==> src/rtl/ipfc_pkg.sv <==
package ipfc_pkg;

	// Beat layout on the slave side (tdata) and the master side (tdata).
	localparam int S_TDATA_W = 96;
	localparam int S_TUSER_W = 1;
	localparam int M_TDATA_W = 200;
	localparam int SLOT_W    = 4;
	localparam int ADDR_W    = 32;
	localparam int CNT_W     = 32;

	localparam logic [15:0]      ETH_IPV4  = 16'h0800;
	localparam logic [7:0]       PROTO_TCP = 8'd6;
	localparam logic [7:0]       PROTO_UDP = 8'd17;
	localparam logic [CNT_W-1:0] CNT_MAX   = '1;

	localparam logic REQ_PACKET = 1'b0;
	localparam logic REQ_READ   = 1'b1;

	localparam logic [1:0] CLASS_OTHER = 2'd0;
	localparam logic [1:0] CLASS_TCP   = 2'd1;
	localparam logic [1:0] CLASS_UDP   = 2'd2;

	// Commands from the controller to the datapath.
	typedef struct packed {
		logic load;        // capture the accepted beat, clear the result
		logic count;       // bump the IP/TCP/UDP totals
		logic src_step;    // advance the source scan by one entry
		logic src_append;  // store a new source at the end of the table
		logic set_full;    // mark the pair as not stored
		logic d_base;      // compute the pair base of the current source
		logic d_used_load; // capture the destination fill count
		logic d_step;      // advance the destination scan by one entry
		logic pair_hit_wr; // raise the count of the matching pair
		logic d_append;    // store a new destination with a count of one
		logic rd_chk;      // read request: check the source slot
		logic rd_used;     // read request: check the destination slot
		logic rd_data;     // read request: capture the pair
		logic out_load;    // move the result into the output register
	} ipfc_cmd_t;

	// Status from the datapath to the controller.
	typedef struct packed {
		logic in_read;
		logic in_ipv4;
		logic used_zero;
		logic src_full;
		logic src_hit;
		logic src_last;
		logic dused_zero;
		logic dst_hit;
		logic dst_last;
		logic dst_full;
		logic out_free;
	} ipfc_sts_t;

	function automatic logic [CNT_W-1:0] sat_inc(input logic [CNT_W-1:0] v);
		return (v == CNT_MAX) ? v : v + CNT_W'(1);
	endfunction

endpackage

==> src/rtl/ipfc_ctrl.sv <==
module ipfc_ctrl (
	input  logic                clk,
	input  logic                arst_n,
	input  logic                s_tvalid,
	output logic                s_tready,
	input  ipfc_pkg::ipfc_sts_t sts,
	output ipfc_pkg::ipfc_cmd_t cmd
);

	import ipfc_pkg::*;

	typedef enum logic [3:0] {
		ST_IDLE,
		ST_COUNT,
		ST_SRC_SCAN,
		ST_SRC_MISS,
		ST_DST_BASE,
		ST_DST_USED,
		ST_DST_SCAN,
		ST_DST_MISS,
		ST_RD_CHK,
		ST_RD_USED,
		ST_RD_DATA,
		ST_FIN
	} state_t;

	state_t state_q;
	state_t state_nxt;

	always_comb begin
		cmd       = '0;
		state_nxt = state_q;
		s_tready  = 1'b0;
		unique case (state_q)
			ST_IDLE: begin
				s_tready = 1'b1;
				if (s_tvalid) begin
					cmd.load = 1'b1;
					if (sts.in_read) begin
						state_nxt = ST_RD_CHK;
					end else if (sts.in_ipv4) begin
						state_nxt = ST_COUNT;
					end else begin
						state_nxt = ST_FIN;
					end
				end
			end
			ST_COUNT: begin
				cmd.count = 1'b1;
				state_nxt = sts.used_zero ? ST_SRC_MISS : ST_SRC_SCAN;
			end
			ST_SRC_SCAN: begin
				if (sts.src_hit) begin
					state_nxt = ST_DST_BASE;
				end else if (sts.src_last) begin
					state_nxt = ST_SRC_MISS;
				end else begin
					cmd.src_step = 1'b1;
				end
			end
			ST_SRC_MISS: begin
				if (sts.src_full) begin
					cmd.set_full = 1'b1;
					state_nxt    = ST_FIN;
				end else begin
					cmd.src_append = 1'b1;
					state_nxt      = ST_DST_BASE;
				end
			end
			ST_DST_BASE: begin
				cmd.d_base = 1'b1;
				state_nxt  = ST_DST_USED;
			end
			ST_DST_USED: begin
				cmd.d_used_load = 1'b1;
				state_nxt       = sts.dused_zero ? ST_DST_MISS : ST_DST_SCAN;
			end
			ST_DST_SCAN: begin
				if (sts.dst_hit) begin
					cmd.pair_hit_wr = 1'b1;
					state_nxt       = ST_FIN;
				end else if (sts.dst_last) begin
					state_nxt = ST_DST_MISS;
				end else begin
					cmd.d_step = 1'b1;
				end
			end
			ST_DST_MISS: begin
				if (sts.dst_full) begin
					cmd.set_full = 1'b1;
				end else begin
					cmd.d_append = 1'b1;
				end
				state_nxt = ST_FIN;
			end
			ST_RD_CHK: begin
				cmd.rd_chk = 1'b1;
				state_nxt  = ST_RD_USED;
			end
			ST_RD_USED: begin
				cmd.rd_used = 1'b1;
				state_nxt   = ST_RD_DATA;
			end
			ST_RD_DATA: begin
				cmd.rd_data = 1'b1;
				state_nxt   = ST_FIN;
			end
			ST_FIN: begin
				if (sts.out_free) begin
					cmd.out_load = 1'b1;
					state_nxt    = ST_IDLE;
				end
			end
			default: begin
				state_nxt = ST_IDLE;
			end
		endcase
	end

	always_ff @(posedge clk or negedge arst_n) begin
		if (!arst_n) begin
			state_q <= ST_IDLE;
		end else begin
			state_q <= state_nxt;
		end
	end

endmodule

==> config.mk <==
export PLATFORM = sky130hd
export DESIGN_NAME = ipfc_ctrl
export DESIGN_NICKNAME = d
export VERILOG_FILES = /design/src/rtl/ipfc_pkg.sv /design/src/rtl/ipfc_ctrl.sv
export SDC_FILE = /design/constraint.sdc
export NUM_CORES = 1
export LEC_CHECK = 0
export ABC_AREA = 1
export BUFFER_PORTS_ARGS = -buffer_cell sky130_fd_sc_hd__buf_2
export CAP_MARGIN = 20
export CORE_AREA = 4 4 41 43
export CTS_CLUSTER_SIZE = 12
export DETAILED_ROUTE_END_ITERATION = 10
export DIE_AREA = 0 0 45 47
export PLACE_DENSITY = 0.74
export SYNTH_ARGS = -nofsm -noshare
export SYNTH_HDL_FRONTEND = slang
export SYNTH_SLANG_ARGS = --single-unit
==> constraint.sdc <==
create_clock -name clk -period 2 [get_ports clk]
set_input_delay 0.5 -clock clk [delete_from_list [all_inputs] [get_ports clk]]
set_output_delay 0.5 -clock clk [all_outputs]
set_load 0.01 [all_outputs]
==> impl_metrics.json <==
{
  "io_pins": 29,
  "clkTransAtPathRegs_ps": 40,
  "rr_startpoint": "state_q[1]$_DFFE_PN0P_",
  "globalRouteOverflowTotal": 0,
  "routed_wl_um": 1480,
  "max_cap_violations": 0,
  "mostFrequentLayoutCell": "buf_2",
  "first_iter_violations": 8,
  "grt_pass1_vias": 597,
  "final_cell_mix": "28 x buf_2, 27 x nand2_1, 18 x nor2_1",
  "outcome": "completed",
  "drcViolationCount": 0,
  "dr_total_vias": 677,
  "met1_length_um": 649,
  "synth_nets": 112,
  "viasPerCell": 4.64,
  "max-slew-margin-rel": 0.822,
  "grt_pass1_wl_um": 2410,
  "antenna_left": 0,
  "crit_type": "reg2out",
  "finalPower_uw": 966,
  "met3_wirelength_um": 153,
  "top_register": "state_q",
  "p_leak_uw": 0.000502,
  "core_um2": 1300,
  "die_h_um": 47,
  "gp_congestion": 0.834,
  "cts_max_level": 1,
  "fmax_mhz": 535,
  "root_buffer": "clkbuf_4",
  "cts_made_buffers": 3,
  "post-route-min-period_ps": 1870,
  "syn-cell-area_um2": 533,
  "clk_latency_ps": 240,
  "synth_seq_area_share": 0.188,
  "syn_avg_cell_area_um2": 5.44,
  "antenna_cells": 0,
  "finalMaxSlewViolations": 0,
  "largestRegisters": "state_q: 4 flops",
  "wl_per_cell_um": 10.1,
  "cp_data_required_time_ps": 1500,
  "fp.dieW_um": 45,
  "initial_core_util": 0.410,
  "reg2regPathDepth": 6,
  "r2r-end": "state_q[1]$_DFFE_PN0P_",
  "num_rows": 13,
  "finalHoldViolations": 0,
  "finalHoldWorstSlack_ps": 54.4,
  "tns_ps": 0,
  "crit_path_start": "state_q[2]$_DFFE_PN0P_",
  "yosys_warnings": 0,
  "cts_sinks": 4,
  "rsz0062_at_grt": "false",
  "nets": 147,
  "wl_met2_um": 656,
  "peakVddDrop_mv": 0.668,
  "arrival_ps": 1370,
  "cts_tree": "built",
  "worstPathMaxFanout": 4,
  "io_buffers": 28,
  "largest_reg_flops": 4,
  "first_pass_iters": 4,
  "post-route-period-util": 0.934,
  "antenna_found_initial": 0,
  "setup_viol": 0,
  "die-area_um2": 2120,
  "postLayoutCoreUtil": 0.563,
  "grt_max_degree": 8,
  "reg2reg_slack_ps": 660,
  "dp.final_hpwl_um": 1250,
  "top_layer": "met4",
  "worstMarginPinSlew_ps": 267,
  "grtUsageTotal": 0.155,
  "skew_ps": 5.34,
  "hp-class": "in2async",
  "fillers": 154,
  "synth-seq-cells": 4,
  "yosys.cell_types.count": 18,
  "critPathLaunchType": "register",
  "drive_above_1_share": 0.427,
  "cts_buffer_depth": 2,
  "end_kind": "output pin",
  "powerDensity_nw_per_um2": 1320,
  "synth_cells": 98,
  "area_growth_pct": 37.3
}
[cells by family after synthesis]
family	synth area share
and+or+nand+nor	0.620
AOI/OAI and AO/OA	0.0516
DFF	0.188
buffers and inverters	0.141
[routing by layer]
| layer | vias up | track usage |
|---|---|---|
| li1 | 360 | - |
| met5 | - | 0 |
| met3 | 2 | 0.0115 |
| met4 | 0 | 0.0877 |
| met2 | 28 | 0.249 |
| met1 | 287 | 0.207 |
[worst max path at each step]
| stage | endpoint | slack (ps) | cells after the start |
|---|---|---|---|
| after floorplan | cmd[10] | 400 | 6 |
| after global placement | cmd[10] | 290 | 7 |
| after detailed placement | cmd[10] | 260 | 7 |
| after CTS | cmd[10] | 6 | 7 |
| after global routing | cmd[10] | 20 | 7 |
| final | cmd[10] | 130 | 7 |
[stage by stage]
stage                     area (um^2)  setup slack, ps  cells
final                             732              132    146
after global routing              732             17.8    146
after CTS                         714             6.11    144
after detailed placement          692              261    141
after global placement            692              293    141
after floorplan                   533              401     98
[area by class of cell]
cell class	count	area, um^2	share of cell area
repair buffers	30	155	0.212
well taps	15	18.8	0.0256
inverters	20	75.1	0.103
clock buffers	3	22.5	0.0308
multi-input cells	74	358	0.489
flip-flops and latches	4	103	0.140
[repair_timing]
action                                  4_1_cts  5_1_grt
resized for setup                             0        2
setup buffers                                 0        2
hold buffers                                  0        0
endpoints found under the setup margin        0        1
[critical path, cell delays in order (launching register included)]
cell and delay (ps):
dfrtp_1 420, nor2_4 160, inv_2 50, nor2_1 80, inv_1 40, or2_1 220
inv_1 50, buf_2 110
[cell usage after synthesis, drive strengths merged]
library cell	n	area, um^2
inv	20	75.1
nand3b	1	7.51
nor3	2	10.0
or2	2	12.5
nor2	24	115
nand3	7	40.0
dfrtp	4	100
nand2	34	145
o2111ai	1	8.76
o21ai	3	18.8
[power breakdown]
part           leakage, uW  switching (uW)  total [uW]  internal [uW]
Combinational     0.000440             416         667            251
Clock            0.0000138            33.7         101           67.2
Sequential       0.0000479            72.6         198            126
Total             0.000502             522         966            444
No activity file was read; power rests on OpenSTA's default activity.
